--- src/hdl/bfr_pkg.sv ---
`timescale 1ns / 1ps
`default_nettype none

package bfr_pkg;

  localparam int DEPTH      = 16;
  localparam int DATA_WIDTH = 32;

  localparam int PTR_W  = $clog2(DEPTH);
  localparam int CNT_W  = $clog2(DEPTH + 1);
  localparam int KIND_W = 3;
  localparam int ITEM_W = 32;
  localparam int STAT_W = 2;
  localparam int SIZE_W = 5;
  localparam int CMP_W  = (CNT_W > SIZE_W) ? CNT_W : SIZE_W;

  localparam logic [KIND_W-1:0] KIND_PUSH     = 3'd0;
  localparam logic [KIND_W-1:0] KIND_POP      = 3'd1;
  localparam logic [KIND_W-1:0] KIND_RSV_POP  = 3'd2;
  localparam logic [KIND_W-1:0] KIND_REPLACE  = 3'd3;
  localparam logic [KIND_W-1:0] KIND_RELEASE  = 3'd4;

  typedef enum logic [STAT_W-1:0] {
    ST_DONE    = 2'd0,
    ST_FULL    = 2'd1,
    ST_EMPTY   = 2'd2,
    ST_NO_HELD = 2'd3
  } status_t;

  localparam logic [SIZE_W-1:0] MAX_SIZE_RST = 5'd16;

  typedef struct packed {
    logic [KIND_W-1:0] kind;
    logic [ITEM_W-1:0] item;
  } op_t;

  typedef struct packed {
    status_t           status;
    logic [ITEM_W-1:0] item_out;
    logic              item_valid;
    logic              wake_producers;
    logic              wake_consumers;
    logic [SIZE_W-1:0] slots_used;
    logic [SIZE_W-1:0] entries_stored;
  } res_t;

  // storage access from the control logic
  typedef struct packed {
    logic                  we;
    logic [PTR_W-1:0]      waddr;
    logic [DATA_WIDTH-1:0] wdata;
    logic [PTR_W-1:0]      raddr;
  } store_req_t;

endpackage

`default_nettype wire

--- src/hdl/bfr_ifs.sv ---
`timescale 1ns / 1ps
`default_nettype none

interface bfr_op_if;
  import bfr_pkg::*;
  logic              valid;
  logic              ready;
  logic [KIND_W-1:0] kind;
  logic [ITEM_W-1:0] item;

  modport source (output valid, output kind, output item, input ready);
  modport sink   (input valid, input kind, input item, output ready);
endinterface

interface bfr_res_if;
  import bfr_pkg::*;
  logic              valid;
  logic              ready;
  logic [STAT_W-1:0] status;
  logic [ITEM_W-1:0] item_out;
  logic              item_valid;
  logic              wake_producers;
  logic              wake_consumers;
  logic [SIZE_W-1:0] slots_used;
  logic [SIZE_W-1:0] entries_stored;

  modport source (output valid, output status, output item_out, output item_valid,
                  output wake_producers, output wake_consumers, output slots_used,
                  output entries_stored, input ready);
  modport sink   (input valid, input status, input item_out, input item_valid,
                  input wake_producers, input wake_consumers, input slots_used,
                  input entries_stored, output ready);
endinterface

`default_nettype wire

--- src/hdl/bfr_store.sv ---
`timescale 1ns / 1ps
`default_nettype none

module bfr_store (
  input  wire logic                           clk,
  input  wire bfr_pkg::store_req_t            req,
  output logic [bfr_pkg::DATA_WIDTH-1:0]      rdata
);
  import bfr_pkg::*;

  // ring buffer words; registered read, write-first when both hit one word
  logic [DATA_WIDTH-1:0] mem [DEPTH];

  always_ff @(posedge clk) begin
    if (req.we) begin
      mem[req.waddr] <= req.wdata;
    end
    if (req.we && (req.waddr == req.raddr)) begin
      rdata <= req.wdata;
    end else begin
      rdata <= mem[req.raddr];
    end
  end

endmodule

`default_nettype wire

--- src/hdl/bfr_ctrl.sv ---
`timescale 1ns / 1ps
`default_nettype none

module bfr_ctrl (
  input  wire logic                          clk,
  input  wire logic                          rst,
  input  wire logic                          cfg_we,
  input  wire logic [bfr_pkg::SIZE_W-1:0]    cfg_data,
  input  wire logic                          fire,
  input  wire bfr_pkg::op_t                  op,
  input  wire logic [bfr_pkg::DATA_WIDTH-1:0] rdata,
  output bfr_pkg::store_req_t                req,
  output bfr_pkg::res_t                      res
);
  import bfr_pkg::*;

  logic [PTR_W-1:0]  head_ptr, head_ptr_next;
  logic [PTR_W-1:0]  tail_ptr, tail_ptr_next;
  logic [CNT_W-1:0]  slot_count, slot_count_next;
  logic [CNT_W-1:0]  entry_count, entry_count_next;
  logic [SIZE_W-1:0] max_size;

  logic [CMP_W-1:0] lim;
  logic [CMP_W-1:0] slots_old_x, slots_new_x;
  logic             held;
  logic             wr;

  function automatic logic [PTR_W-1:0] next_index(input logic [PTR_W-1:0] p);
    next_index = (p == PTR_W'(DEPTH - 1)) ? '0 : p + 1'b1;
  endfunction

  always_comb begin
    lim = (CMP_W'(max_size) > CMP_W'(DEPTH)) ? CMP_W'(DEPTH) : CMP_W'(max_size);
  end

  assign held        = entry_count < slot_count;
  assign slots_old_x = CMP_W'(slot_count);
  assign slots_new_x = CMP_W'(slot_count_next);

  always_comb begin
    res              = '0;
    res.status       = ST_DONE;
    head_ptr_next    = head_ptr;
    tail_ptr_next    = tail_ptr;
    slot_count_next  = slot_count;
    entry_count_next = entry_count;
    wr               = 1'b0;

    case (op.kind)
      KIND_PUSH, KIND_REPLACE: begin
        if (op.kind == KIND_PUSH && slots_old_x >= lim) begin
          res.status = ST_FULL;
        end else if (op.kind == KIND_REPLACE && !held) begin
          res.status = ST_NO_HELD;
        end else begin
          wr            = 1'b1;
          tail_ptr_next = next_index(tail_ptr);
          if (op.kind == KIND_PUSH) begin
            slot_count_next = slot_count + 1'b1;
          end
          res.wake_consumers = (entry_count == '0);
          entry_count_next   = entry_count + 1'b1;
        end
      end
      KIND_POP, KIND_RSV_POP: begin
        if (entry_count == '0) begin
          res.status = ST_EMPTY;
        end else begin
          res.item_out     = ITEM_W'(rdata);
          res.item_valid   = 1'b1;
          head_ptr_next    = next_index(head_ptr);
          entry_count_next = entry_count - 1'b1;
          if (op.kind == KIND_POP) begin
            slot_count_next = slot_count - 1'b1;
          end
        end
      end
      KIND_RELEASE: begin
        if (!held) begin
          res.status = ST_NO_HELD;
        end else begin
          slot_count_next = slot_count - 1'b1;
        end
      end
      default: begin
      end
    endcase

    res.wake_producers = (slots_old_x >= lim) && (slots_new_x < lim);
    res.slots_used     = SIZE_W'(slot_count_next);
    res.entries_stored = SIZE_W'(entry_count_next);
  end

  assign req.we    = wr && fire;
  assign req.waddr = tail_ptr;
  assign req.wdata = DATA_WIDTH'(op.item);
  // read the head that will be current after this edge
  assign req.raddr = fire ? head_ptr_next : head_ptr;

  always_ff @(posedge clk) begin
    if (rst) begin
      head_ptr    <= '0;
      tail_ptr    <= '0;
      slot_count  <= '0;
      entry_count <= '0;
      max_size    <= MAX_SIZE_RST;
    end else begin
      if (cfg_we) begin
        max_size <= cfg_data;
      end
      if (fire) begin
        head_ptr    <= head_ptr_next;
        tail_ptr    <= tail_ptr_next;
        slot_count  <= slot_count_next;
        entry_count <= entry_count_next;
      end
    end
  end

endmodule

`default_nettype wire

--- src/hdl/bounded_fifo_with_slot_reservation_core.sv ---
`timescale 1ns / 1ps
`default_nettype none

// Channel  Dir  Handshake           Payload
// op       in   op.valid/op.ready   kind, item
// res      out  res.valid/res.ready status, item_out, item_valid, wake_producers,
//                                   wake_consumers, slots_used, entries_stored
// cfg      in   cfg_we              cfg_data (max_size)
//
// One transaction per clock while res is not stalled: an op is held in the input
// register, then its update of pointers, counts and the ring is applied as it moves
// into the result register, which drives res.
// Reset (rst, synchronous) empties the queue and sets max_size to 16.
// A stalled res holds the result register, which in turn holds the input
// register; op.ready drops only when both are full and res is stalled.

module bounded_fifo_with_slot_reservation_core (
  input  wire logic                       clk,
  input  wire logic                       rst,
  input  wire logic                       cfg_we,
  input  wire logic [bfr_pkg::SIZE_W-1:0] cfg_data,
  bfr_op_if.sink                          op,
  bfr_res_if.source                       res
);
  import bfr_pkg::*;

  // input register
  logic in_valid;
  op_t  in_op;

  // result register
  logic out_valid;
  res_t out_res;

  logic                  out_free;
  logic                  fire;
  res_t                  res_comb;
  store_req_t            req;
  logic [DATA_WIDTH-1:0] rdata;

  // result slot frees when empty or being taken this cycle
  assign out_free = !out_valid || res.ready;
  // input op is executed as it moves into the result register
  assign fire     = in_valid && out_free;
  assign op.ready = !in_valid || fire;

  bfr_ctrl u_ctrl (
    .clk      (clk),
    .rst      (rst),
    .cfg_we   (cfg_we),
    .cfg_data (cfg_data),
    .fire     (fire),
    .op       (in_op),
    .rdata    (rdata),
    .req      (req),
    .res      (res_comb)
  );

  bfr_store u_store (
    .clk   (clk),
    .req   (req),
    .rdata (rdata)
  );

  always_ff @(posedge clk) begin
    if (rst) begin
      in_valid  <= 1'b0;
      out_valid <= 1'b0;
    end else begin
      if (op.ready) begin
        in_valid <= op.valid;
      end
      if (out_free) begin
        out_valid <= fire;
      end
    end
  end

  // payload registers, no reset needed
  always_ff @(posedge clk) begin
    if (op.valid && op.ready) begin
      in_op.kind <= op.kind;
      in_op.item <= op.item;
    end
    if (fire) begin
      out_res <= res_comb;
    end
  end

  assign res.valid          = out_valid;
  assign res.status         = out_res.status;
  assign res.item_out       = out_res.item_out;
  assign res.item_valid     = out_res.item_valid;
  assign res.wake_producers = out_res.wake_producers;
  assign res.wake_consumers = out_res.wake_consumers;
  assign res.slots_used     = out_res.slots_used;
  assign res.entries_stored = out_res.entries_stored;

endmodule

`default_nettype wire

--- src/flat_wrapper.sv ---
// flat-port wrapper written by rule: the top's interface ports become plain ports
module bounded_fifo_with_slot_reservation_core_flat import bfr_pkg::*;
  (clk, rst, cfg_we, cfg_data, op_valid, op_kind, op_item, op_ready, res_valid, res_status, res_item_out, res_item_valid, res_wake_producers, res_wake_consumers, res_slots_used, res_entries_stored, res_ready);
  bfr_op_if op_i ();
  bfr_res_if res_i ();
  input  wire logic clk;
  input  wire logic rst;
  input  wire logic cfg_we;
  input  wire logic [bfr_pkg::SIZE_W-1:0] cfg_data;
  input wire logic [$bits(op_i.valid)-1:0] op_valid;
  input wire logic [$bits(op_i.kind)-1:0] op_kind;
  input wire logic [$bits(op_i.item)-1:0] op_item;
  output wire logic [$bits(op_i.ready)-1:0] op_ready;
  output wire logic [$bits(res_i.valid)-1:0] res_valid;
  output wire logic [$bits(res_i.status)-1:0] res_status;
  output wire logic [$bits(res_i.item_out)-1:0] res_item_out;
  output wire logic [$bits(res_i.item_valid)-1:0] res_item_valid;
  output wire logic [$bits(res_i.wake_producers)-1:0] res_wake_producers;
  output wire logic [$bits(res_i.wake_consumers)-1:0] res_wake_consumers;
  output wire logic [$bits(res_i.slots_used)-1:0] res_slots_used;
  output wire logic [$bits(res_i.entries_stored)-1:0] res_entries_stored;
  input wire logic [$bits(res_i.ready)-1:0] res_ready;
  assign op_i.valid = op_valid;
  assign op_i.kind = op_kind;
  assign op_i.item = op_item;
  assign op_ready = op_i.ready;
  assign res_valid = res_i.valid;
  assign res_status = res_i.status;
  assign res_item_out = res_i.item_out;
  assign res_item_valid = res_i.item_valid;
  assign res_wake_producers = res_i.wake_producers;
  assign res_wake_consumers = res_i.wake_consumers;
  assign res_slots_used = res_i.slots_used;
  assign res_entries_stored = res_i.entries_stored;
  assign res_i.ready = res_ready;
  bounded_fifo_with_slot_reservation_core u_core (.clk(clk), .rst(rst), .cfg_we(cfg_we), .cfg_data(cfg_data), .op(op_i), .res(res_i));
endmodule
--- config.mk ---
export PLATFORM = sky130hd
export DESIGN_NAME = bounded_fifo_with_slot_reservation_core_flat
export DESIGN_NICKNAME = d
export VERILOG_FILES = /design/src/hdl/bfr_pkg.sv /design/src/hdl/bfr_ifs.sv /design/src/hdl/bfr_store.sv /design/src/hdl/bfr_ctrl.sv /design/src/hdl/bounded_fifo_with_slot_reservation_core.sv /design/src/flat_wrapper.sv
export SDC_FILE = /design/constraint.sdc
export NUM_CORES = 1
export LEC_CHECK = 0
export ABC_CLOCK_PERIOD_IN_PS = 4770
export BUFFER_PORTS_ARGS = -buffer_cell sky130_fd_sc_hd__buf_2
export CAP_MARGIN = 20
export CORE_MARGIN = 10
export CORE_UTILIZATION = 35
export DETAILED_ROUTE_END_ITERATION = 6
export GPL_TIMING_DRIVEN = 0
export PLACE_DENSITY_LB_ADDON = 0.3
export REMOVE_ABC_BUFFERS = 1
export SYNTH_ARGS = -nofsm -noshare
export SYNTH_HDL_FRONTEND = slang
export SYNTH_SLANG_ARGS = --single-unit
--- constraint.sdc ---
create_clock -name clk -period 4.77 [get_ports clk]
set_input_delay 0.2385 -clock clk [delete_from_list [all_inputs] [get_ports clk]]
set_output_delay 0.2385 -clock clk [all_outputs]
set_load 0.05 [all_outputs]
=== After elaboration in Yosys (flattened, before gate mapping) ===
Memory sizes are Yosys's and may differ from the RTL's. A register that Yosys moved wholly into a read port is not among the register bits.
Index checks and enable logic that the tools add are counted.
Widths: inputs -> output; s select.

* Register bits after elaboration: 107
* Memory bits (writable): 512
* Bits of input ports: 45
* Output and inout bits: 49
* Word-level logic and storage cells: 83
* Memories kept: 1

* Add/subtract/negate cells: 6
* $lt $le $gt $ge: 4
* Eq/ne operators: 6
* Muxes and demuxes: 28
* Bitwise operators: 4
* Reductions and logical operators: 18

{| class="wikitable"
|+ Memory list
! memory !! depth !! bits a word !! rd ports !! clocked after Yosys merged registers in !! write ports !! RTL line !! RTL
|-
| u_core.u_store.mem || 16 || 32 || 1 || 1 || 1 || bfr_store.sv:12 || <nowiki>logic [DATA_WIDTH-1:0] mem [DEPTH];</nowiki>
|}

{| class="wikitable"
|+ Operator list
! operator !! count
|-
| $mux 5 || 10
|-
| $mux 4 || 5
|-
| $pmux 5 s3 || 1
|-
| $add 5x1->5 const B || 2
|-
| $lt 5x5->1 || 2
|-
| $pmux 5 s2 || 1
|-
| $sub 5x1->5 const B || 2
|-
| $add 4x1->4 const B || 2
|-
| $eq 4x4->1 const B || 2
|-
| $mux 2 || 4
|-
| $eq 3x2->1 const B || 2
|-
| $logic_and 1x1->1 || 6
|-
| $mux 1 || 6
|-
| $pmux 2 s3 || 1
|-
| $reduce_or 2->1 || 3
|-
| $ge 5x5->1 || 1
|-
| $gt 5x5->1 const B || 1
|-
| $logic_not 5->1 || 1
|-
| $not 1->1 || 4
|-
| $reduce_and 4->1 || 1
|-
| $eq 3x1->1 const B || 1
|-
| $eq 3x3->1 const B || 1
|-
| $logic_not 1->1 || 3
|-
| $logic_not 3->1 || 1
|-
| other kinds (2) || 3
|}

=== Depth between registers and ports, before layout ===
* Depth in word-level cells: 9
* Mapped depth: 15
* Depth with buffers taken out: 15

=== Hierarchy ===
Synthesis repeated with hierarchy kept, for this count alone.

* Cell total of the unflattened synthesis: 1227
* Area total of the unflattened synthesis: 24328.3 um^2

{| class="wikitable"
|+ Modules (own cells, without submodules)
! module !! times used !! cells each !! area each (um^2) !! seq. area each (um^2)
|-
| bfr_store || 1 || 810 || 19274.7 || 15454.8
|-
| bounded_fifo_with_slot_reservation_core || 1 || 92 || 2566.2 || 2502.4
|-
| bfr_ctrl || 1 || 325 || 2487.4 || 460.4
|}

=== Least setup slack after synthesis ===
OpenSTA, ideal clock, no wires.

* Path kind: register to register
* Start: reg u_core.out_valid, in the netlist u_core.res.valid
* End: mem u_core.u_store.mem[0][0] (enable)
* Library setup time: 461 ps
* Arrival time: 4893 ps
* Required time: 4309 ps
* Slack: -584 ps
* Stages on the path, launching flop included: 9
* Buffers on the path: 1
* Clock period less this slack: 5354 ps
* Cell sequence: dfxtp_1 nor2b_1 nand2b_1 inv_1 nand2b_1 o21ba_2 buf_4 nand2_1 nor3_1

* Cells in the longest elaborated chain, start to end: 6

{| class="wikitable"
|+ Ends and longest elaborated chain
! item !! RTL line !! RTL
|-
| start: declaration || bounded_fifo_with_slot_reservation_core.sv:32 || <nowiki>logic out_valid;</nowiki>
|-
| start signal: assignment || bounded_fifo_with_slot_reservation_core.sv:74 || <nowiki>out_valid <= fire;</nowiki>
|-
| $logic_not 1->1 || bounded_fifo_with_slot_reservation_core.sv:42 || <nowiki>assign out_free = !out_valid || res.ready;</nowiki>
|-
| $logic_or 1x1->1 || bounded_fifo_with_slot_reservation_core.sv:42 ||
|-
| $logic_and 1x1->1 || bounded_fifo_with_slot_reservation_core.sv:44 || <nowiki>assign fire = in_valid && out_free;</nowiki>
|-
| named net u_core.fire || bounded_fifo_with_slot_reservation_core.sv:36 || <nowiki>logic fire;</nowiki>
|-
| $logic_and 1x1->1 || bfr_ctrl.sv:94 || <nowiki>assign req.we = wr && fire;</nowiki>
|-
| $mux 1 || bfr_store.sv:15 || <nowiki>if (req.we) begin</nowiki>
|-
| $mux 1 (implied by the code) || bfr_store.sv:16 || <nowiki>mem[req.waddr] <= req.wdata;</nowiki>
|-
| end: declaration || bfr_store.sv:12 ||
|}

The timed path passes the listed nets, and every way through them passes these cells.

=== Worst setup path after layout ===
* Start: reg u_core.out_valid, in the netlist u_core.res.valid
* End: mem u_core.u_store.mem[1][19] (enable)

Same word-level chain as after synthesis.

==> flow_summary.yaml <==
routing:
  routed_wl_um: 54270
  route.detailed.drc: 0
  viasPerCell: 5.078
  firstDrtPassIters: 5
  ant_nets: 0
  dr_total_vias: 11736
  dr.first_iter.drc_count: 1136
  wl_per_cell_um: 23.49
run:
  cap_violations: 0
placement:
  dp.cells: 2150
  hpwl_um: 32130
  port_buffers: 93
  place_congestion: 0.7828
run_status:
  run_status: "finished clean"
critical_path:
  r2r_cells: 11
  path_max_fanout: 30
  cp-start-kind: "flop"
  reg2reg_to: "u_core.u_store.mem[1][19]$_DFFE_PP_"
  cp-startpoint: "u_core.res.valid$_SDFFE_PP0P_"
  crit_arrival_ps: 4700
  crit_type: "flop to flop"
  rrSetupSlack_ps: 380
  crit_end: "u_core.u_store.mem[1][19]$_DFFE_PP_"
  timing.rr.start: "u_core.res.valid$_SDFFE_PP0P_"
  end_kind: "flop"
  required_ps: 5080
clock_network:
  cts.clk_slew.worst_paths_ps: 60
  clockBufferDepth: 3
  clock-sinks: 623
  ctsRootBufferMaster: "clkbuf_16"
  clkLatencyLatePin_ps: 600
  tritoncts: "yes"
  post_cts_buffers: 0
  htreeDepth: 3
  cts_buffers: 66
synth:
  syn_avg_cell_area_sq_um: 21.26
  synth-edff-count: 594
  ys_seq_area_share_pct: 76.06
  yosysTopAreaCell: "edfxtp_1"
  synth-async-reset-ratio_pct: 0
  yosys_most_used_dff: "edfxtp_1"
  syn_inst: 1139
  synth_seq_cells: 623
  ys_types: 64
  synth_warnings: 0
  synth_top_area_share_pct: 73.66
  synth_area_leaders: "edfxtp_1 74%, mux4_2 15%, dfxtp_1 2.4%"
  syn-cell-area_sq_um: 24210
floorplanning:
  core_area_sq_um: 68590
  dieArea_sq_um: 80110
  die_h_um: 283.0
  std_cell_rows: 96
  dieWidth_um: 283.0
  start_util_pct: 35.31
  ios: 94
grt:
  grt_pass1_wl_um: 81000
  first_global_vias: 12242
  antenna_found_initial: 0
  grt_overflow: 0
  grt.total_usage_pct: 13.47
  grt_max_degree: 46
pwr:
  cellLeakagePower_uw: 0.009071
  pwr-share-comb_pct: 3.5
  pwr-share-clk_pct: 42.4
  vdd_drop_max_uv: 203.1
  switchingPower_uw: 2377
  p_per_area_nw_per_um2: 392.0
  p_int_uw: 8960
  seqPwrFrac_pct: 54.1
  total_power_uw: 11340
  netSwitchingFraction_pct: 20.97
cells_and_area:
  drive_gt1_share_pct: 30.51
  layoutNonFillerInstCount: 2311
  area_delta_synth_final_pct: 19.44
  nNetsFinal: 1401
  antenna_cells: 0
timing:
  drv_slew: 0
  tightest_slew_ps: 961.0
  max_freq_mhz: 227.6
  max-slew-margin-rel_pct: 35.58
  finalCritPeriodShare_pct: 92.10
  hold_viol_final: 0
  setup_viol: 0
  skew_ps: 20.23
  min_period_ps: 4393
  rsz0062_at_grt: "no"
hold_path:
  min_path_type: "input port to flop"
==> synthesized netlist by cell type (2+ instances only) <==
| library cell | instances |
|---|---|
| or3_1 | 5 |
| xnor2_1 | 7 |
| o21ai_0 | 14 |
| nor3_1 | 18 |
| ha_1 | 22 |
| o32ai_1 | 2 |
| nand2b_1 | 7 |
| nand2_1 | 24 |
| o21a_1 | 3 |
| and3_1 | 2 |
| edfxtp_1 | 594 |
| o31ai_1 | 3 |
| a21oi_1 | 20 |
| a211oi_1 | 4 |
| o21ai_1 | 3 |
| clkbuf_2 | 2 |
| o211ai_1 | 3 |
| buf_2 | 6 |
| mux4_2 | 160 |
| clkbuf_1 | 21 |
| mux2i_1 | 6 |
| buf_1 | 9 |
| nand3_1 | 10 |
| a31oi_1 | 3 |
| inv_1 | 19 |
| buf_4 | 16 |
| nand3b_1 | 2 |
| dfxtp_1 | 29 |
| or2_2 | 3 |
| xor2_1 | 2 |
| nor2b_1 | 37 |
| nor2_1 | 43 |
| a31o_2 | 2 |
| a311oi_1 | 2 |
| and2_1 | 5 |
| nand4_1 | 2 |
| mux2_2 | 2 |
==> power groups by stage <==
stage	clock, uW	sequential [uW]	combinational (uW)
6_report	4810	6130	398
5_1_grt	5170	6140	435
2_1_floorplan	0	6290	189
3_5_place_dp	0	6240	374
3_3_place_gp	0	6260	363
4_1_cts	4940	6130	407
==> worst max-delay path, stage by stage (launching register included) <==
cell	delay [ps]
dfxtp_1	300
nor2b_1	150
nand2b_1	460
clkinv_2	610
buf_12	280
nand2b_1	190
o21ba_2	390
nand2_1	270
nor3_2	800
buf_8	240
buf_6	180
buf_6	180
==> stage by stage <==
stage	utilization, %	area, sq um	hold WS (ps)	setup WS [ps]	setup TNS [ps]
after global placement	37.27	25560	418.1	-5579	-2120420
after global routing	42.17	28920	41.81	79.46	0
after floorplan	-	23930	307.6	-2052	-156690
final	42.17	28920	36.80	376.6	0
after detailed placement	38.56	26440	416.7	184.1	0
after CTS	42.17	28920	2.599	143.2	0
==> cell usage in the layout, fill, tap and decap left out, types with 4 or more instances in the layout <==
| cell type | netlist | routed |
|---|---|---|
| clkinv_1 | 0 | 7 |
| or3_1 | 5 | 4 |
| nor2_4 | 1 | 13 |
| inv_1 | 19 | 18 |
| buf_6 | 1 | 13 |
| nand3_1 | 10 | 10 |
| dlygate4sd3_1 | 0 | 47 |
| nor3_2 | 0 | 4 |
| nand2b_1 | 7 | 7 |
| nor3_1 | 18 | 14 |
| buf_2 | 6 | 93 |
| clkbuf_1 | 21 | 22 |
| xnor2_1 | 7 | 7 |
| buf_16 | 0 | 9 |
| ha_1 | 22 | 22 |
| nor2b_1 | 37 | 37 |
| a21oi_1 | 20 | 20 |
| dfxtp_1 | 29 | 25 |
| edfxtp_1 | 594 | 594 |
| o21ai_0 | 14 | 14 |
| nand2_1 | 24 | 24 |
| mux2i_1 | 6 | 6 |
| buf_8 | 0 | 5 |
| mux4_2 | 160 | 160 |
| and2_1 | 5 | 4 |
| clkinv_2 | 0 | 9 |
| nor2_1 | 43 | 31 |
| clkbuf_16 | 0 | 68 |
| a211oi_1 | 4 | 4 |
| buf_12 | 0 | 14 |
==> how the worst min path moves through the flow <==
stage                 from                                       end  depth (start not counted)
2_1_floorplan          rst  u_core.u_ctrl.slot_count[3]$_SDFFE_PP0P_                          1
3_3_place_gp    op_kind[1]                u_core.in_op[33]$_DFFE_PP_                          1
3_5_place_dp   op_item[10]                u_core.in_op[10]$_DFFE_PP_                          1
4_1_cts             cfg_we    u_core.u_ctrl.max_size[2]$_SDFFE_PP0P_                          3
5_1_grt             cfg_we    u_core.u_ctrl.max_size[0]$_SDFFE_PP0P_                          3
6_report            cfg_we    u_core.u_ctrl.max_size[2]$_SDFFE_PP0P_                          3
==> metal layers <==
layer	share of wire, %	vias to the layer above	wire [um]	global-route usage [%]
met4	2.1	0	1142	3.958
met2	49	324	26380	21.64
met1	44	6217	24040	18.32
li1	-	5109	-	-
met3	5.0	86	2718	2.714
met5	0	-	0	0
==> cell families after synthesis <==
family	count (synthesis)	share of synthesized area, %
DFF	623	76.06
xor gates and xnor gates	9	0.3255
AOI/OAI and AO/OA	76	2.212
buffers and inverters	74	1.468
adders and majority gates	22	1.137
muxes	168	15.22
and+or+nand+nor	167	3.576
==> cell type report <==
| type | instances | area [sq um] |
|---|---|---|
| inverters | 19 | 72.57 |
| flip-flops and latches | 623 | 18430 |
| fillers | 5923 | 39660 |
| well taps | 931 | 1165 |
| multi-input cells | 442 | 5555 |
| clock buffers | 90 | 1784 |
| clock inverters | 24 | 222.7 |
| repair buffers | 182 | 1693 |
==> sequential cells by signal, summed over array words and instances (netlist names), 5 cells and up, named ones only <==
signal / cells
u_core.u_ctrl.entry_count: 5
u_core.res.slots_used: 5
u_core.u_store.mem: 512
u_core.in_op: 35
u_core.u_ctrl.slot_count: 5
u_core.res.item_out: 32
u_core.res.entries_stored: 5
u_core.u_ctrl.max_size: 5
==> what timing repair did <==
action,CTS,global route
endpoints found under the setup margin,0,14
hold buffers,47,0
resized for setup,0,1
hold endpoints to repair,42,0
(Power assumes the default switching activity.)
